File: src/rtl/grbs_pkg.sv
// shared types and constants for the glyph row blitter
`default_nettype none

package grbs_pkg;

  // register and field widths
  localparam int unsigned CFG_W      = 13;
  localparam int unsigned ADDR_W     = 24;
  localparam int unsigned BITS_W     = 16;
  localparam int unsigned COORD_W    = 12;
  localparam int unsigned ROWNUM_W   = 4;
  localparam int unsigned COLOR_W    = 8;
  localparam int unsigned COL_IDX_W  = 4;
  localparam int unsigned NARROW_COLS = 8;
  localparam int unsigned APB_ADDR_W = 3;
  localparam int unsigned APB_DATA_W = 32;

  // register map, index taken from the word address
  localparam logic REG_SCREEN_WIDTH  = 1'b0;
  localparam logic REG_SCREEN_HEIGHT = 1'b1;

  localparam logic [CFG_W-1:0] SCREEN_WIDTH_RST  = 13'd320;
  localparam logic [CFG_W-1:0] SCREEN_HEIGHT_RST = 13'd200;

  // queue between front and back
  localparam int unsigned FIFO_DEPTH = 2;
  localparam int unsigned FIFO_PTR_W = 1;
  localparam int unsigned FIFO_CNT_W = 2;

  typedef struct packed {
    logic [BITS_W-1:0]   row_bits;
    logic                wide;
    logic [COORD_W-1:0]  origin_x;
    logic [COORD_W-1:0]  origin_y;
    logic [ROWNUM_W-1:0] row_number;
    logic [COLOR_W-1:0]  color;
    logic                shadow;
  } grbs_in_t;

  typedef struct packed {
    logic [ADDR_W-1:0]  pixel_address;
    logic [COLOR_W-1:0] pixel_value;
    logic               last;
  } grbs_out_t;

  // one classified row, ready for the write sequencer
  typedef struct packed {
    logic [BITS_W-1:0]  lit;
    logic [BITS_W-1:0]  right_ok;
    logic [COORD_W-1:0] origin_x;
    logic [ADDR_W-1:0]  base;
    logic [CFG_W-1:0]   width;
    logic [COLOR_W-1:0] color;
    logic               shadow;
    logic               below_ok;
  } grbs_job_t;

  typedef enum logic [1:0] {
    PH_COLOUR,
    PH_RIGHT,
    PH_BELOW,
    PH_BELOW_RIGHT
  } grbs_phase_e;

endpackage

`default_nettype wire

File: src/rtl/grbs_front.sv
// front end: takes row transactions, clips them and computes the row base address
`default_nettype none

module grbs_front import grbs_pkg::*; #(
  parameter int unsigned MAX_SCREEN_WIDTH  = 4096,
  parameter int unsigned MAX_SCREEN_HEIGHT = 4096
) (
  input  wire logic             clk_i,
  input  wire logic             rst_ni,
  input  wire logic [CFG_W-1:0] screen_width_i,
  input  wire logic [CFG_W-1:0] screen_height_i,
  input  wire logic             in_valid_i,
  output logic                  in_ready_o,
  input  wire grbs_in_t         in_data_i,
  input  wire logic             fifo_full_i,
  output logic                  push_o,
  output grbs_job_t             job_o
);

  localparam logic [CFG_W-1:0] MaxW = CFG_W'(MAX_SCREEN_WIDTH);
  localparam logic [CFG_W-1:0] MaxH = CFG_W'(MAX_SCREEN_HEIGHT);

  logic                 item_valid_q, item_valid_d;
  grbs_in_t             item_q;
  logic [CFG_W-1:0]     w_sat, h_sat, row, max_cols;
  logic [BITS_W-1:0]    lit, right_ok;
  logic [2*CFG_W-1:0]   prod;
  logic                 drop, consume;

  // saturate the registers to the supported screen size
  assign w_sat = (screen_width_i  > MaxW) ? MaxW : screen_width_i;
  assign h_sat = (screen_height_i > MaxH) ? MaxH : screen_height_i;

  // clipping and per-column masks
  assign row      = CFG_W'(item_q.origin_y) + CFG_W'(item_q.row_number);
  assign max_cols = w_sat - CFG_W'(item_q.origin_x);

  always_comb begin
    lit      = '0;
    right_ok = '0;
    for (int j = 0; j < BITS_W; j++) begin
      lit[j] = item_q.row_bits[j] && (CFG_W'(j) < max_cols) &&
               ((j < NARROW_COLS) || item_q.wide);
      right_ok[j] = CFG_W'(j + 1) < max_cols;
    end
  end

  assign drop = (CFG_W'(item_q.origin_x) >= w_sat) || (row >= h_sat) || (lit == '0);
  assign prod = row * w_sat;

  // classified job towards the queue
  always_comb begin
    job_o.lit        = lit;
    job_o.right_ok   = right_ok;
    job_o.origin_x   = item_q.origin_x;
    job_o.base       = prod[ADDR_W-1:0];
    job_o.width      = w_sat;
    job_o.color      = item_q.color;
    job_o.shadow     = item_q.shadow;
    job_o.below_ok   = (row + CFG_W'(1)) < h_sat;
  end

  assign consume    = item_valid_q && (drop || !fifo_full_i);
  assign push_o     = item_valid_q && !drop && !fifo_full_i;
  assign in_ready_o = !item_valid_q || consume;

  // input holding register
  always_comb begin
    item_valid_d = item_valid_q;
    if (consume) begin
      item_valid_d = 1'b0;
    end
    if (in_valid_i && in_ready_o) begin
      item_valid_d = 1'b1;
    end
  end

  always_ff @(posedge clk_i or negedge rst_ni) begin
    if (!rst_ni) begin
      item_valid_q <= 1'b0;
    end else begin
      item_valid_q <= item_valid_d;
    end
  end

  always_ff @(posedge clk_i) begin
    if (in_valid_i && in_ready_o) begin
      item_q <= in_data_i;
    end
  end

endmodule

`default_nettype wire

File: src/rtl/grbs_fifo.sv
// short job queue between front and back
`default_nettype none

module grbs_fifo import grbs_pkg::*; (
  input  wire logic      clk_i,
  input  wire logic      rst_ni,
  input  wire logic      push_i,
  input  wire grbs_job_t wdata_i,
  input  wire logic      pop_i,
  output grbs_job_t      rdata_o,
  output logic           full_o,
  output logic           empty_o
);

  grbs_job_t               mem_q [FIFO_DEPTH];
  logic [FIFO_PTR_W-1:0]   wr_ptr_q, wr_ptr_d, rd_ptr_q, rd_ptr_d;
  logic [FIFO_CNT_W-1:0]   count_q, count_d;

  assign full_o  = count_q == FIFO_CNT_W'(FIFO_DEPTH);
  assign empty_o = count_q == '0;
  assign rdata_o = mem_q[rd_ptr_q];

  // pointer and fill count update
  always_comb begin
    wr_ptr_d = wr_ptr_q;
    rd_ptr_d = rd_ptr_q;
    count_d  = count_q;
    if (push_i) begin
      wr_ptr_d = (wr_ptr_q == FIFO_PTR_W'(FIFO_DEPTH - 1)) ? '0 : wr_ptr_q + 1'b1;
    end
    if (pop_i) begin
      rd_ptr_d = (rd_ptr_q == FIFO_PTR_W'(FIFO_DEPTH - 1)) ? '0 : rd_ptr_q + 1'b1;
    end
    if (push_i && !pop_i) begin
      count_d = count_q + 1'b1;
    end else if (pop_i && !push_i) begin
      count_d = count_q - 1'b1;
    end
  end

  always_ff @(posedge clk_i or negedge rst_ni) begin
    if (!rst_ni) begin
      wr_ptr_q <= '0;
      rd_ptr_q <= '0;
      count_q  <= '0;
    end else begin
      wr_ptr_q <= wr_ptr_d;
      rd_ptr_q <= rd_ptr_d;
      count_q  <= count_d;
    end
  end

  // entry storage
  always_ff @(posedge clk_i) begin
    if (push_i) begin
      mem_q[wr_ptr_q] <= wdata_i;
    end
  end

`ifndef NO_ASSERTIONS
  assert property (@(posedge clk_i) disable iff (!rst_ni) !(push_i && full_o))
    else $error("job queue overflow");
  assert property (@(posedge clk_i) disable iff (!rst_ni) !(pop_i && empty_o))
    else $error("job queue underflow");
`endif

endmodule

`default_nettype wire

File: src/rtl/grbs_back.sv
// back end: walks lit columns and emits colour and shadow pixel writes
`default_nettype none

module grbs_back import grbs_pkg::*; (
  input  wire logic      clk_i,
  input  wire logic      rst_ni,
  input  wire grbs_job_t job_i,
  input  wire logic      fifo_empty_i,
  output logic           pop_o,
  output logic           out_valid_o,
  input  wire logic      out_ready_i,
  output grbs_out_t      out_data_o
);

  logic                  busy_q, busy_d;
  grbs_phase_e           phase_q, phase_d;
  logic [BITS_W-1:0]     mask_q, mask_d, mask_rest;
  grbs_job_t             job_q;
  logic [ADDR_W-1:0]     below_q, row_base;
  logic                  out_valid_q, out_valid_d;
  grbs_out_t             out_q, out_d;
  logic [COL_IDX_W-1:0]  col;
  logic                  emit, has_right, has_below, has_br, col_done, is_last;
  logic [CFG_W-1:0]      colx;

  // lowest lit column still to do
  always_comb begin
    col = '0;
    for (int j = BITS_W - 1; j >= 0; j--) begin
      if (mask_q[j]) begin
        col = COL_IDX_W'(j);
      end
    end
  end

  assign mask_rest = mask_q & (mask_q - 1'b1);
  assign has_right = job_q.shadow && job_q.right_ok[col];
  assign has_below = job_q.shadow && job_q.below_ok;
  assign has_br    = has_right && job_q.below_ok;

  assign emit  = busy_q && (!out_valid_q || out_ready_i);
  assign pop_o = !busy_q && !fifo_empty_i;

  // write address of the current phase
  assign row_base = ((phase_q == PH_BELOW) || (phase_q == PH_BELOW_RIGHT)) ? below_q
                                                                            : job_q.base;
  assign colx = CFG_W'(job_q.origin_x) + CFG_W'(col) +
                CFG_W'((phase_q == PH_RIGHT) || (phase_q == PH_BELOW_RIGHT));

  // sequencer: next phase, column mask and output register
  always_comb begin
    phase_d     = phase_q;
    col_done    = 1'b0;
    mask_d      = mask_q;
    busy_d      = busy_q;
    out_valid_d = out_valid_q;
    out_d       = out_q;

    unique case (phase_q)
      PH_COLOUR: begin
        if (has_right) begin
          phase_d = PH_RIGHT;
        end else if (has_below) begin
          phase_d = PH_BELOW;
        end else begin
          col_done = 1'b1;
        end
      end
      PH_RIGHT: begin
        if (has_below) begin
          phase_d = PH_BELOW;
        end else begin
          col_done = 1'b1;
        end
      end
      PH_BELOW: begin
        if (has_br) begin
          phase_d = PH_BELOW_RIGHT;
        end else begin
          col_done = 1'b1;
        end
      end
      PH_BELOW_RIGHT: begin
        col_done = 1'b1;
      end
    endcase
    is_last = col_done && (mask_rest == '0);

    if (out_valid_q && out_ready_i) begin
      out_valid_d = 1'b0;
    end

    if (pop_o) begin
      busy_d  = 1'b1;
      mask_d  = job_i.lit;
      phase_d = PH_COLOUR;
    end else if (emit) begin
      out_valid_d         = 1'b1;
      out_d.pixel_address = row_base + ADDR_W'(colx);
      out_d.pixel_value   = (phase_q == PH_COLOUR) ? job_q.color : '0;
      out_d.last          = is_last;
      if (col_done) begin
        mask_d  = mask_rest;
        phase_d = PH_COLOUR;
      end
      if (is_last) begin
        busy_d = 1'b0;
      end
    end else begin
      phase_d = phase_q;
    end
  end

  always_ff @(posedge clk_i or negedge rst_ni) begin
    if (!rst_ni) begin
      busy_q      <= 1'b0;
      phase_q     <= PH_COLOUR;
      mask_q      <= '0;
      out_valid_q <= 1'b0;
    end else begin
      busy_q      <= busy_d;
      phase_q     <= phase_d;
      mask_q      <= mask_d;
      out_valid_q <= out_valid_d;
    end
  end

  // job and result payload
  always_ff @(posedge clk_i) begin
    if (pop_o) begin
      job_q   <= job_i;
      below_q <= job_i.base + ADDR_W'(job_i.width);
    end
    out_q <= out_d;
  end

  assign out_valid_o = out_valid_q;
  assign out_data_o  = out_q;

`ifndef NO_ASSERTIONS
  assert property (@(posedge clk_i) disable iff (!rst_ni) busy_q |-> (mask_q != '0))
    else $error("sequencer busy with no columns left");
  assert property (@(posedge clk_i) disable iff (!rst_ni) (emit && is_last) |=> !busy_q)
    else $error("sequencer still busy after final write");
  assert property (@(posedge clk_i) disable iff (!rst_ni)
                   (busy_q && (phase_q != PH_COLOUR)) |-> job_q.shadow)
    else $error("shadow phase without shadow");
`endif

endmodule

`default_nettype wire

File: src/rtl/glyph_row_blit_with_shadow_unit.sv
// top level of the glyph row blitter: register file, front, queue and back
//
//  channel   direction  handshake            payload
//  in        input      in_valid / in_ready  grbs_in_t  (one glyph row)
//  out       output     out_valid/out_ready  grbs_out_t (one pixel write)
//  apb       input      psel/penable/pready  screen_width, screen_height
//
//  An item gives 0 to 64 pixel writes from the back sequencer, one per cycle unless the
//  output stalls, after the job is loaded from the queue; the column walk sets the rate.
//  Items that give no write are dropped by the front.
//  The front computes row base with one multiply and queues up to two jobs.
//  Reset clears all control state and sets width 320, height 200.
//  A stalled output holds the sequencer; the front keeps accepting until the queue fills.
`default_nettype none

module glyph_row_blit_with_shadow_unit import grbs_pkg::*; #(
  parameter int unsigned MAX_SCREEN_WIDTH  = 4096,
  parameter int unsigned MAX_SCREEN_HEIGHT = 4096
) (
  input  wire logic                  clk_i,
  input  wire logic                  rst_ni,
  input  wire logic                  in_valid_i,
  output logic                       in_ready_o,
  input  wire grbs_in_t              in_data_i,
  output logic                       out_valid_o,
  input  wire logic                  out_ready_i,
  output grbs_out_t                  out_data_o,
  input  wire logic                  psel,
  input  wire logic                  penable,
  input  wire logic                  pwrite,
  input  wire logic [APB_ADDR_W-1:0] paddr,
  input  wire logic [APB_DATA_W-1:0] pwdata,
  output logic [APB_DATA_W-1:0]      prdata,
  output logic                       pready
);

  logic [CFG_W-1:0] screen_width_q, screen_height_q;
  logic             reg_wr, fifo_full, fifo_empty, push, pop;
  grbs_job_t        job_in, job_out;

  // configuration registers
  assign pready = 1'b1;
  assign reg_wr = psel && penable && pwrite && pready;

  always_ff @(posedge clk_i or negedge rst_ni) begin
    if (!rst_ni) begin
      screen_width_q  <= SCREEN_WIDTH_RST;
      screen_height_q <= SCREEN_HEIGHT_RST;
    end else if (reg_wr) begin
      if (paddr[2] == REG_SCREEN_WIDTH) begin
        screen_width_q <= pwdata[CFG_W-1:0];
      end else begin
        screen_height_q <= pwdata[CFG_W-1:0];
      end
    end
  end

  assign prdata = (paddr[2] == REG_SCREEN_WIDTH) ? APB_DATA_W'(screen_width_q)
                                                  : APB_DATA_W'(screen_height_q);

  // front end
  grbs_front #(
    .MAX_SCREEN_WIDTH  (MAX_SCREEN_WIDTH),
    .MAX_SCREEN_HEIGHT (MAX_SCREEN_HEIGHT)
  ) u_front (
    .clk_i           (clk_i),
    .rst_ni          (rst_ni),
    .screen_width_i  (screen_width_q),
    .screen_height_i (screen_height_q),
    .in_valid_i      (in_valid_i),
    .in_ready_o      (in_ready_o),
    .in_data_i       (in_data_i),
    .fifo_full_i     (fifo_full),
    .push_o          (push),
    .job_o           (job_in)
  );

  // job queue
  grbs_fifo u_fifo (
    .clk_i   (clk_i),
    .rst_ni  (rst_ni),
    .push_i  (push),
    .wdata_i (job_in),
    .pop_i   (pop),
    .rdata_o (job_out),
    .full_o  (fifo_full),
    .empty_o (fifo_empty)
  );

  // back end
  grbs_back u_back (
    .clk_i        (clk_i),
    .rst_ni       (rst_ni),
    .job_i        (job_out),
    .fifo_empty_i (fifo_empty),
    .pop_o        (pop),
    .out_valid_o  (out_valid_o),
    .out_ready_i  (out_ready_i),
    .out_data_o   (out_data_o)
  );

endmodule

`default_nettype wire
File: config.mk
export PLATFORM = sky130hd
export DESIGN_NAME = glyph_row_blit_with_shadow_unit
export DESIGN_NICKNAME = d
export VERILOG_FILES = /design/src/rtl/grbs_pkg.sv /design/src/rtl/grbs_front.sv /design/src/rtl/grbs_fifo.sv /design/src/rtl/grbs_back.sv /design/src/rtl/glyph_row_blit_with_shadow_unit.sv
export SDC_FILE = /design/constraint.sdc
export NUM_CORES = 1
export LEC_CHECK = 0
export ABC_AREA = 0
export BUFFER_PORTS_ARGS = -buffer_cell sky130_fd_sc_hd__clkbuf_2
export CORE_AREA = 2 2 256 258
export CTS_BUF_LIST = sky130_fd_sc_hd__clkbuf_2
export DETAILED_ROUTE_END_ITERATION = 12
export DIE_AREA = 0 0 258 260
export GPL_TIMING_DRIVEN = 0
export MAX_ROUTING_LAYER = met4
export PLACE_DENSITY = 0.64
export SLEW_MARGIN = 30
export SYNTH_ARGS = -nofsm -noshare
export SYNTH_HDL_FRONTEND = slang
export SYNTH_HIERARCHICAL = 1
export SYNTH_SLANG_ARGS = --single-unit
File: constraint.sdc
create_clock -name clk_i -period 21.7 [get_ports clk_i]
set_input_delay 2.17 -clock clk_i [delete_from_list [all_inputs] [get_ports clk_i]]
set_output_delay 2.17 -clock clk_i [all_outputs]
set_load 0.02 [all_outputs]
==> results of run 1 <==
-- flip-flops by register name (all words and copies together) (netlist names) --
register	cells
u_fifo/rd_ptr_q	1
screen_height_q	13
u_back/below_q	24
u_fifo/wr_ptr_q	1
u_back/mask_q	16
u_front/item_valid_q	1
u_back/phase_q	2
u_front/item_q	33
u_fifo/mem_q	182
u_front/job_o	21
u_back/out_data_o	33
u_back/out_valid_o	1
screen_width_q	13
u_fifo/count_q	2
u_back/job_q	62
u_back/busy_q	1
-- power breakdown --
group	switching [mW]	internal [mW]	total, mW
clock network	0.322	0.232	0.554
registers	0.0514	1.11	1.16
logic	1.18	0.783	1.96
total	1.56	2.12	3.68
-- area by class of cell --
class,instances,area (sq um)
well taps,855,1070
plain buffers,95,688
clock inverters,51,334
diodes,4,10.0
inverters,246,923
multi-input cells,1351,12000
fillers,5919,35500
repair buffers,135,923
clock buffers,142,711
flip-flops and latches,406,11900
-- stage by stage --
| stage | setup slack [ns] | utilization [%] | instances |
|---|---|---|---|
| floorplan | 13.64 | - | 2098 |
| global placement | 9.77 | 42.4 | 3075 |
| detailed placement | 13.91 | 43.0 | 3088 |
| CTS | 12.86 | 44.6 | 3281 |
| global route | 12.51 | 44.6 | 3285 |
| finish | 13.01 | 44.6 | 3285 |
-- cell families after synthesis --
family / after synthesis
buffers and inverters: 341
XOR/XNOR: 92
adder cells (fa/ha/maj): 274
multiplexers: 169
AO/OA/AOI/OAI: 254
flip-flops: 406
AND/OR/NAND/NOR: 542
other: 2
-- cells in the final DEF (no fill, tap or decap), types with 9 or more instances in the layout --
cell type	netlist	layout
edfxtp_1	355	355
clkbuf_2	1	264
inv_1	236	235
nor2_1	156	156
nand2_1	147	147
ha_1	145	145
fa_1	128	128
mux2_4	90	90
a21oi_1	62	62
xnor2_1	62	61
mux2_2	52	52
dfrtp_1	46	46
buf_4	45	45
o21ai_0	45	45
clkinv_1	9	44
nand3_1	31	31
clkbuf_1	31	30
nor2b_1	28	27
nor3_1	27	27
xor2_1	26	26
mux2i_1	25	25
and3_1	25	25
nand2b_1	23	23
and2_1	24	23
conb_1	2	20
nand4_1	17	17
a21o_1	14	14
o21a_1	14	14
or3_1	12	12
buf_12	8	11
o31ai_1	11	11
a31oi_1	11	10
o2111ai_1	9	9
o211ai_1	9	9
-- critical path, stage by stage (launching register included) --
cell and delay [ns]:
dfrtp_1 0.48, clkbuf_1 0.58, clkbuf_1 0.45, nand2b_1 0.35
inv_1 0.09, clkbuf_1 0.41, ha_1 0.52, a21o_1 0.21
or3_1 0.30, o21a_1 0.22, a21oi_2 0.20, mux2i_2 0.44
nand3_2 0.18, o31ai_1 0.29, nand3_1 0.28, nand3_1 0.17
clkbuf_2 0.21
-- per-layer routing --
layer | part of all wire (%) | GRT usage, % | up-vias | routed length (um)
met5 | 0 | - | - | 0
met4 | 2.2 | 6.15 | 0 | 1330
met3 | 6.2 | 3.57 | 105 | 3630
met2 | 47 | 28.4 | 508 | 27400
met1 | 45 | 23.6 | 8103 | 26600
li1 | - | - | 7836 | -
-- worst paths after layout --
check / startpoint / end / slack [ns] / depth (start not counted)
worst max-delay path: screen_width_q[12]$_DFFE_PN0P_ / in_ready_o / 13.01 / 16
worst min-delay path: u_front/job_o[9]$_DFFE_PP_ / u_fifo/mem_q[1][9]$_DFFE_PP_ / 0.49 / 1
worst max register to register: u_front/item_q[10]$_DFFE_PP_ / u_fifo/mem_q[0][46]$_DFFE_PP_ / 13.77 / 25
worst min register to register: u_front/job_o[9]$_DFFE_PP_ / u_fifo/mem_q[1][9]$_DFFE_PP_ / 0.49 / 1
max in group asynchronous: rst_ni / screen_width_q[5]$_DFFE_PN0P_ / 19.97 / 1
min in group asynchronous: rst_ni / u_back/mask_q[8]$_DFFE_PN0P_ / 1.08 / 1
==> results.json, run 1 <==
{
  "outcome": "finished clean",
  "area_growth_pct": 12.4,
  "finalCriticalPeriod_ns": 8.69,
  "setup_viol": 0,
  "htreeDepth": 3,
  "cp_max_fo": 12,
  "synth_top_cell_area_share_pct": 41.9,
  "synth_simple_gate_area_share_pct": 10.6,
  "synth_mux_area_share_pct": 8.70,
  "grt_overflow": 0,
  "std_cell_rows": 93,
  "die_x_um": 258,
  "synth_common_cells": "355 x edfxtp_1, 236 x inv_1, 156 x nor2_1",
  "critPathLaunchType": "flop",
  "clk_pin_slew_worst_paths_ns": 0.11,
  "port_buffers": 122,
  "ctsHoldBuffers": 0,
  "start_util_pct": 39.7,
  "place.gp.congestion": 0.938,
  "total_power_mw": 3.68,
  "p_leak_nw": 12.0,
  "cp.arrival_ns": 6.52,
  "synth.area.top_cells": "edfxtp_1 42%, fa_1 10%, ha_1 7.1%, mux2_4 5.3%, dfrtp_1 4.5%",
  "drc": 0,
  "drv_slew": 0,
  "p_per_area_mw_per_mm2": 129,
  "clk_latency_ns": 1.15,
  "synth_top_family_by_area": "adder cells",
  "synth_compound_area_share_pct": 6.87,
  "die-area_sq_mm": 0.0671,
  "yosysMostFrequentCell": "edfxtp_1",
  "first_global_vias": 17152,
  "fin_tns_setup_ns": 0,
  "synth-edff-count": 355,
  "vias_per_cell": 5.04,
  "dp_hpwl_mm": 44.8,
  "async_flop_share_pct": 12.6,
  "core-area_sq_mm": 0.0641,
  "vias": 16552,
  "hold_viol": 0,
  "worst_pin_slew_ns": 0.968,
  "synth_ff_type": "edfxtp_1",
  "synth_cell_types": 99,
  "post-route-period-util_pct": 40.1,
  "drv_cap": 0,
  "hold_class": "reg2reg",
  "synth_top_area_cell": "edfxtp_1",
  "rsz0062_at_grt": "no",
  "fmax_ghz": 0.115,
  "clockRootBuffer": "clkbuf_2",
  "worst_ep_required_time_ns": 19.53,
  "crit_type": "reg2out",
  "syn_inst": 2080,
  "drive_above_1_share_pct": 22.7,
  "ioPinCount": 164,
  "crit_path_end_kind": "output port",
  "synth.avg_cell_area_sq_um": 12.2,
  "fin_nets": 2710,
  "postCtsSetupRepairBufs": 0,
  "antenna_found_initial": 3,
  "antenna_left": 0,
  "ir_worst_vdd_v": 0.0000909,
  "numCtsBuffers": 106,
  "die_y_um": 260,
  "synth-xor-area-share_pct": 3.28,
  "clockBufferDepth": 3,
  "yosysWarnings": 6,
  "worst_clock_skew_ns": 0.137,
  "wire_per_inst_um": 17.9,
  "syn_area_sq_mm": 0.0255,
  "dr.pass1.iters": 5,
  "cts-resized-gates": 0,
  "grt_pass1_wl_mm": 92.2,
  "ys_seq_area_share_pct": 46.9,
  "final_area_sq_mm": 0.0286,
  "cts_tree": "built",
  "wirelength_mm": 58.9,
  "post_synth_fa_ha_maj_area_fraction_pct": 17.2,
  "clock_sinks": 406,
  "place_area_sq_mm": 0.0275,
  "grt.total_usage_pct": 18.1,
  "synth-seq-cells": 406,
  "slew-limit-headroom_pct": 35.3,
  "drt_iter0_drc": 996,
  "holdWs_ns": 0.491,
  "grt_max_degree": 52
}
No activity file was read; power rests on OpenSTA's default activity.
==> run 2: changes to the inputs <==
==> constraint.sdc (replaced) <==
create_clock -name clk_i -period 8.3 [get_ports clk_i]
set_input_delay 0.83 -clock clk_i [delete_from_list [all_inputs] [get_ports clk_i]]
set_output_delay 0.83 -clock clk_i [all_outputs]
set_load 0.02 [all_outputs]
==> results.json, run 2 (synthesized netlist as in run 1, its figures left out) <==
{
  "outcome": "finished clean",
  "reg2reg_setup_slack_ns": 0.44,
  "switching_share_pct": 42.3,
  "clk_latency_ns": 1.14,
  "max_stage_delay_ns": 0.54,
  "critPathLaunchType": "flop",
  "dr.pass1.iters": 5,
  "p_per_area_mw_per_mm2": 329,
  "crit_slowest_cell": "fa_1",
  "pre_cts_ws_ns": 0.513,
  "drc": 0,
  "crit_path_end_kind": "flop",
  "rsz0062_at_grt": "no",
  "crit_cells": 26,
  "drive_above_1_share_pct": 22.2,
  "combPwrFrac_pct": 53.5,
  "clk_pin_slew_worst_paths_ns": 0.12,
  "postLayoutSetupSlackWorst_ns": 0.435,
  "grt.busiest_layer": "met2",
  "grt.total_usage_pct": 18.4,
  "cp_max_fo": 10,
  "setup_viol": 0,
  "crit_family": "adder cells",
  "largest-register": "u_fifo/mem_q",
  "grt_util_met1_pct": 23.7,
  "antenna_left": 0,
  "p_switching_mw": 4.08,
  "p_leak_nw": 12.3,
  "wirelength_mm": 59.8,
  "finalCriticalPeriod_ns": 7.86,
  "die_y_um": 260,
  "slew-limit-headroom_pct": 35.9,
  "vias": 16895,
  "path_buf_inv": 5,
  "grt_max_degree": 52,
  "crit_type": "reg2reg",
  "rr_startpoint": "u_front/item_q[10]$_DFFE_PP_",
  "grtUsageMet2_pct": 29.2,
  "cellInternalPower_mw": 5.57,
  "port_buffers": 122,
  "worst_ep_required_time_ns": 9.09,
  "crit_end": "u_fifo/mem_q[0][46]$_DFFE_PP_",
  "place.gp.congestion": 0.938,
  "final_util_pct": 45.8,
  "mostFrequentLayoutCells": "355 x edfxtp_1, 265 x clkbuf_2, 235 x inv_1, 156 x nor2_1, 147 x nand2_1",
  "largest_reg_flops": 182,
  "vias_per_cell": 5.03,
  "post-route-period-util_pct": 94.8,
  "worst_pin_slew_ns": 0.958,
  "dp_hpwl_mm": 44.8,
  "die_x_um": 258,
  "first_global_vias": 17547,
  "std_cell_rows": 93,
  "top_regs": "u_fifo/mem_q: 182 flops, u_back/job_q: 62 flops",
  "start_util_pct": 39.7,
  "drv_slew": 0,
  "wire_per_inst_um": 17.8,
  "fill_cells": 5845,
  "hold_class": "in2reg",
  "final_common_cell": "edfxtp_1",
  "postCtsSetupRepairBufs": 0,
  "holdWs_ns": 0.199,
  "clock_sinks": 406,
  "worst_clock_skew_ns": 0.137,
  "cp.arrival_ns": 8.66,
  "numCtsBuffers": 106,
  "grt_overflow": 0,
  "core-area_sq_mm": 0.0641,
  "met3_usage_pct": 3.45,
  "ir_worst_vdd_v": 0.000239,
  "clockRootBuffer": "clkbuf_2",
  "drv_cap": 0,
  "drt_iter0_drc": 972,
  "power.share.clock_pct": 15.0,
  "antenna_found_initial": 3,
  "hold_start": "paddr[2]",
  "area_growth_pct": 15.3,
  "fin_nets": 2781,
  "ioPinCount": 164,
  "hold_viol": 0,
  "die-area_sq_mm": 0.0671,
  "worstRegToRegCells": 26,
  "crit_top_cell": "fa_1",
  "grt_pass1_wl_mm": 93.5,
  "clockBufferDepth": 3,
  "htreeDepth": 3,
  "cts_tree": "built",
  "reg2reg_to": "u_fifo/mem_q[0][46]$_DFFE_PP_",
  "fmax_ghz": 0.127,
  "pwr-share-seq_pct": 31.5,
  "cp-startpoint": "u_front/item_q[10]$_DFFE_PP_"
}
==> run 2: cell count changes in the layout (fill, tap and decap cells not counted), sizes merged <==
cell and delta:
clkbuf -2, clkinv -1, clkinvlp +1, dlygate4sd3 +73
==> run 2: worst min path at each step <==
stage | depth (start not counted) | end | slack, ns
finish | 3 | screen_height_q[12]$_DFFE_PN0P_ | 0.20
global route | 3 | screen_height_q[12]$_DFFE_PN0P_ | 0.05
CTS | 3 | screen_height_q[12]$_DFFE_PN0P_ | 0.03
detailed placement | 1 | u_fifo/count_q[1]$_DFFE_PN0P_ | 0.50
global placement | 1 | u_fifo/wr_ptr_q$_DFFE_PN0P_ | 0.47
floorplan | 1 | u_fifo/wr_ptr_q$_DFFE_PN0P_ | 0.46
==> run 2: area by class of cell <==
cell class	instances	area [sq um]	area share, %
Timing Repair Buffer	208	1650	5.63
Sequential cell	406	11900	40.7
Inverter	246	927	3.16
Clock inverter	51	334	1.14
Clock buffer	142	711	2.42
Buffer	93	682	2.32
Tap cell	855	1070	3.64
Multi-Input combinational cell	1351	12000	41.0
Antenna cell	4	10.0	0.0341
==> run 2: through the flow <==
step / setup TNS (ns) / instances / instance area, sq um / total power, mW
2_1_floorplan: 0 / 2098 / 25500 / 6.90
3_3_place_gp: -508.09 / 3075 / 27200 / 8.03
3_5_place_dp: 0 / 3088 / 27500 / 8.18
4_1_cts: 0 / 3354 / 29300 / 9.74
5_1_grt: 0 / 3356 / 29400 / 10.5
6_report: 0 / 3356 / 29400 / 9.65
==> run 2: timing repair <==
item                                   in CTS  in global routing
gates resized for setup                     0                  6
endpoints found under the hold margin     130                  0
setup endpoints to repair                   0                  2
hold buffers                               73                  0
==> run 2: layer usage <==
metal | routed length [um] | vias up | share of wire (%)
met4 | 1360 | 0 | 2.3
met3 | 3610 | 112 | 6.0
li1 | - | 7978 | -
met5 | 0 | - | 0
met1 | 26700 | 8266 | 45
met2 | 28100 | 539 | 47
==> run 2: power by group through the flow <==
stage	Clock, mW	Sequential (mW)	Combinational (mW)
floorplan	0	3.09	3.80
global placement	0	3.10	4.93
detailed placement	0	3.08	5.10
CTS	1.52	3.03	5.18
global route	1.63	3.06	5.84
finish	1.45	3.03	5.16
==> run 2: worst register-to-register path, delay by kind of cell (launching register included) <==
family / cells / cell delay, ns
flip-flops: 1 / 0.42
AND/OR/NAND/NOR: 6 / 0.97
AO/OA/AOI/OAI: 6 / 1.36
adder cells (fa/ha/maj): 7 / 3.09
buffers and inverters: 5 / 1.05
XOR/XNOR: 2 / 0.68
==> run 3: changes to the inputs <==
--- a/config.mk
+++ b/config.mk
@@ -13,7 +13,7 @@
 export DIE_AREA = 0 0 258 260
 export GPL_TIMING_DRIVEN = 0
 export MAX_ROUTING_LAYER = met4
-export PLACE_DENSITY = 0.64
+export PLACE_DENSITY = 0.62
 export SLEW_MARGIN = 30
 export SYNTH_ARGS = -nofsm -noshare
 export SYNTH_HDL_FRONTEND = slang
==> results.json, run 3 (synthesized netlist as in run 1, its figures left out) <==
{
  "outcome": "finished clean",
  "total_power_mw": 9.64,
  "wire_per_inst_um": 17.8,
  "seq_area_sq_mm": 0.0119,
  "setup_viol": 0,
  "postLayoutSetupSlackWorst_ns": 0.431,
  "cp-startpoint": "u_front/item_q[9]$_DFFE_PP_",
  "clockRootBuffer": "clkbuf_2",
  "layout.cells.non_filler": 3356,
  "antenna_left": 0,
  "grt_max_degree": 52,
  "fin_tns_setup_ns": 0,
  "hold_viol": 0,
  "critPathLaunchType": "flop",
  "mostFrequentLayoutCells": "355 x edfxtp_1, 265 x clkbuf_2, 235 x inv_1, 156 x nor2_1, 147 x nand2_1",
  "place_area_sq_mm": 0.0275,
  "core-area_sq_mm": 0.0641,
  "vias": 16796,
  "wl_met1_mm": 27.2,
  "top_regs": "u_fifo/mem_q: 182 flops, u_back/job_q: 62 flops",
  "grt_overflow": 0,
  "dp_hpwl_mm": 45.2,
  "final_common_cell": "edfxtp_1",
  "worst_pin_slew_ns": 0.833,
  "port_buffers": 122,
  "antenna_found_initial": 2,
  "worst_clock_skew_ns": 0.160,
  "cts_tree": "built",
  "clk_pin_slew_worst_paths_ns": 0.11,
  "wl_met2_mm": 27.6,
  "crit_path_end_kind": "flop",
  "fin_nets": 2782,
  "die_y_um": 260,
  "worst_ep_required_time_ns": 9.10,
  "wl_met3_mm": 3.59,
  "largest-register": "u_fifo/mem_q",
  "std_cell_rows": 93,
  "clk_latency_ns": 1.15,
  "drv_cap": 0,
  "wirelength_mm": 59.8,
  "multi_input_area_sq_mm": 0.0120,
  "drive_above_1_share_pct": 22.3,
  "cp_max_fo": 9,
  "drc": 0,
  "numCtsBuffers": 107,
  "slew-limit-headroom_pct": 44.2,
  "clockBufferDepth": 3,
  "pre_cts_ws_ns": 0.450,
  "die_x_um": 258,
  "vias_per_cell": 5.00,
  "rr_startpoint": "u_front/item_q[9]$_DFFE_PP_",
  "post-route-period-util_pct": 94.8,
  "hold_start": "pwrite",
  "dp.cells": 3088,
  "dr.pass1.iters": 5,
  "place.gp.congestion": 0.883,
  "fill_cells": 5821,
  "ioPinCount": 164,
  "first_global_vias": 17284,
  "grt.total_usage_pct": 18.4,
  "fmax_ghz": 0.127,
  "die-area_sq_mm": 0.0671,
  "rsz0062_at_grt": "no",
  "final_util_pct": 45.8,
  "start_util_pct": 39.7,
  "grt_pass1_wl_mm": 93.2,
  "area_growth_pct": 15.3,
  "p_per_area_mw_per_mm2": 329,
  "p_leak_nw": 12.3,
  "hold_class": "in2reg",
  "largest_reg_flops": 182,
  "drv_slew": 0,
  "holdWs_ns": 0.310,
  "highest_layer": "met4",
  "htreeDepth": 3,
  "postCtsSetupRepairBufs": 0,
  "final_area_sq_mm": 0.0293,
  "crit_type": "reg2reg",
  "ir_worst_vdd_v": 0.000267,
  "finalCriticalPeriod_ns": 7.87,
  "cp.arrival_ns": 8.67,
  "clock_sinks": 406,
  "drt_iter0_drc": 1112
}
[run 3: routing by layer]
metal  GRT usage [%]  vias up
met4            6.66        0
met5               -        -
met1            24.0     8196
met3            3.88      109
li1                -     7954
met2            28.3      537
[run 3: power by group]
group	leakage (nW)	switching [mW]	internal, mW	total (mW)
registers	3.86	0.131	2.90	3.03
clock network	0.757	0.837	0.606	1.44
logic	7.70	3.11	2.07	5.18
total	12.3	4.08	5.57	9.64
[run 3: worst max-delay path: stages (launching register included)]
cell	delay (ns)
edfxtp_1	0.38
ha_1	0.22
inv_1	0.07
fa_1	0.22
nor2b_1	0.06
o21ai_0	0.15
nand2b_1	0.14
and3_1	0.24
xnor2_2	0.45
clkinv_1	0.52
nand2_1	0.21
fa_1	0.46
fa_1	0.52
inv_1	0.05
fa_1	0.46
fa_1	0.54
inv_1	0.05
fa_1	0.52
inv_1	0.04
ha_1	0.36
nand4_1	0.11
nor3_1	0.26
o2111ai_1	0.24
a31oi_1	0.49
nand4_1	0.17
nand4b_1	0.11
a21oi_1	0.08
xnor2_1	0.46
[run 3: area by class of cell]
type,count,area share [%]
Timing Repair Buffer,207,5.56
Buffer,94,2.34
Clock buffer,142,2.42
Antenna cell,4,0.0341
Inverter,246,3.17
Clock inverter,51,1.13
Multi-Input combinational cell,1351,41.0
Tap cell,855,3.65
Sequential cell,406,40.7
[run 3: final timing paths]
path	to	slack, ns	cells after the start
worst max-delay path	u_fifo/mem_q[1][46]$_DFFE_PP_	0.43	27
worst min-delay path	screen_height_q[1]$_DFFE_PN0P_	0.31	3
worst max register to register	u_fifo/mem_q[1][46]$_DFFE_PP_	0.43	27
worst min register to register	u_back/job_q[29]$_DFFE_PP_	0.48	1
max in group asynchronous	screen_width_q[0]$_DFFE_PN0P_	7.28	2
min in group asynchronous	u_back/out_valid_o$_DFF_PN0_	0.33	2
[run 3: repair_timing]
item | CTS | global route
resized for setup | 0 | 8
endpoints found under the hold margin | 128 | 0
endpoints found under the setup margin | 0 | 3
hold buffers | 72 | 0
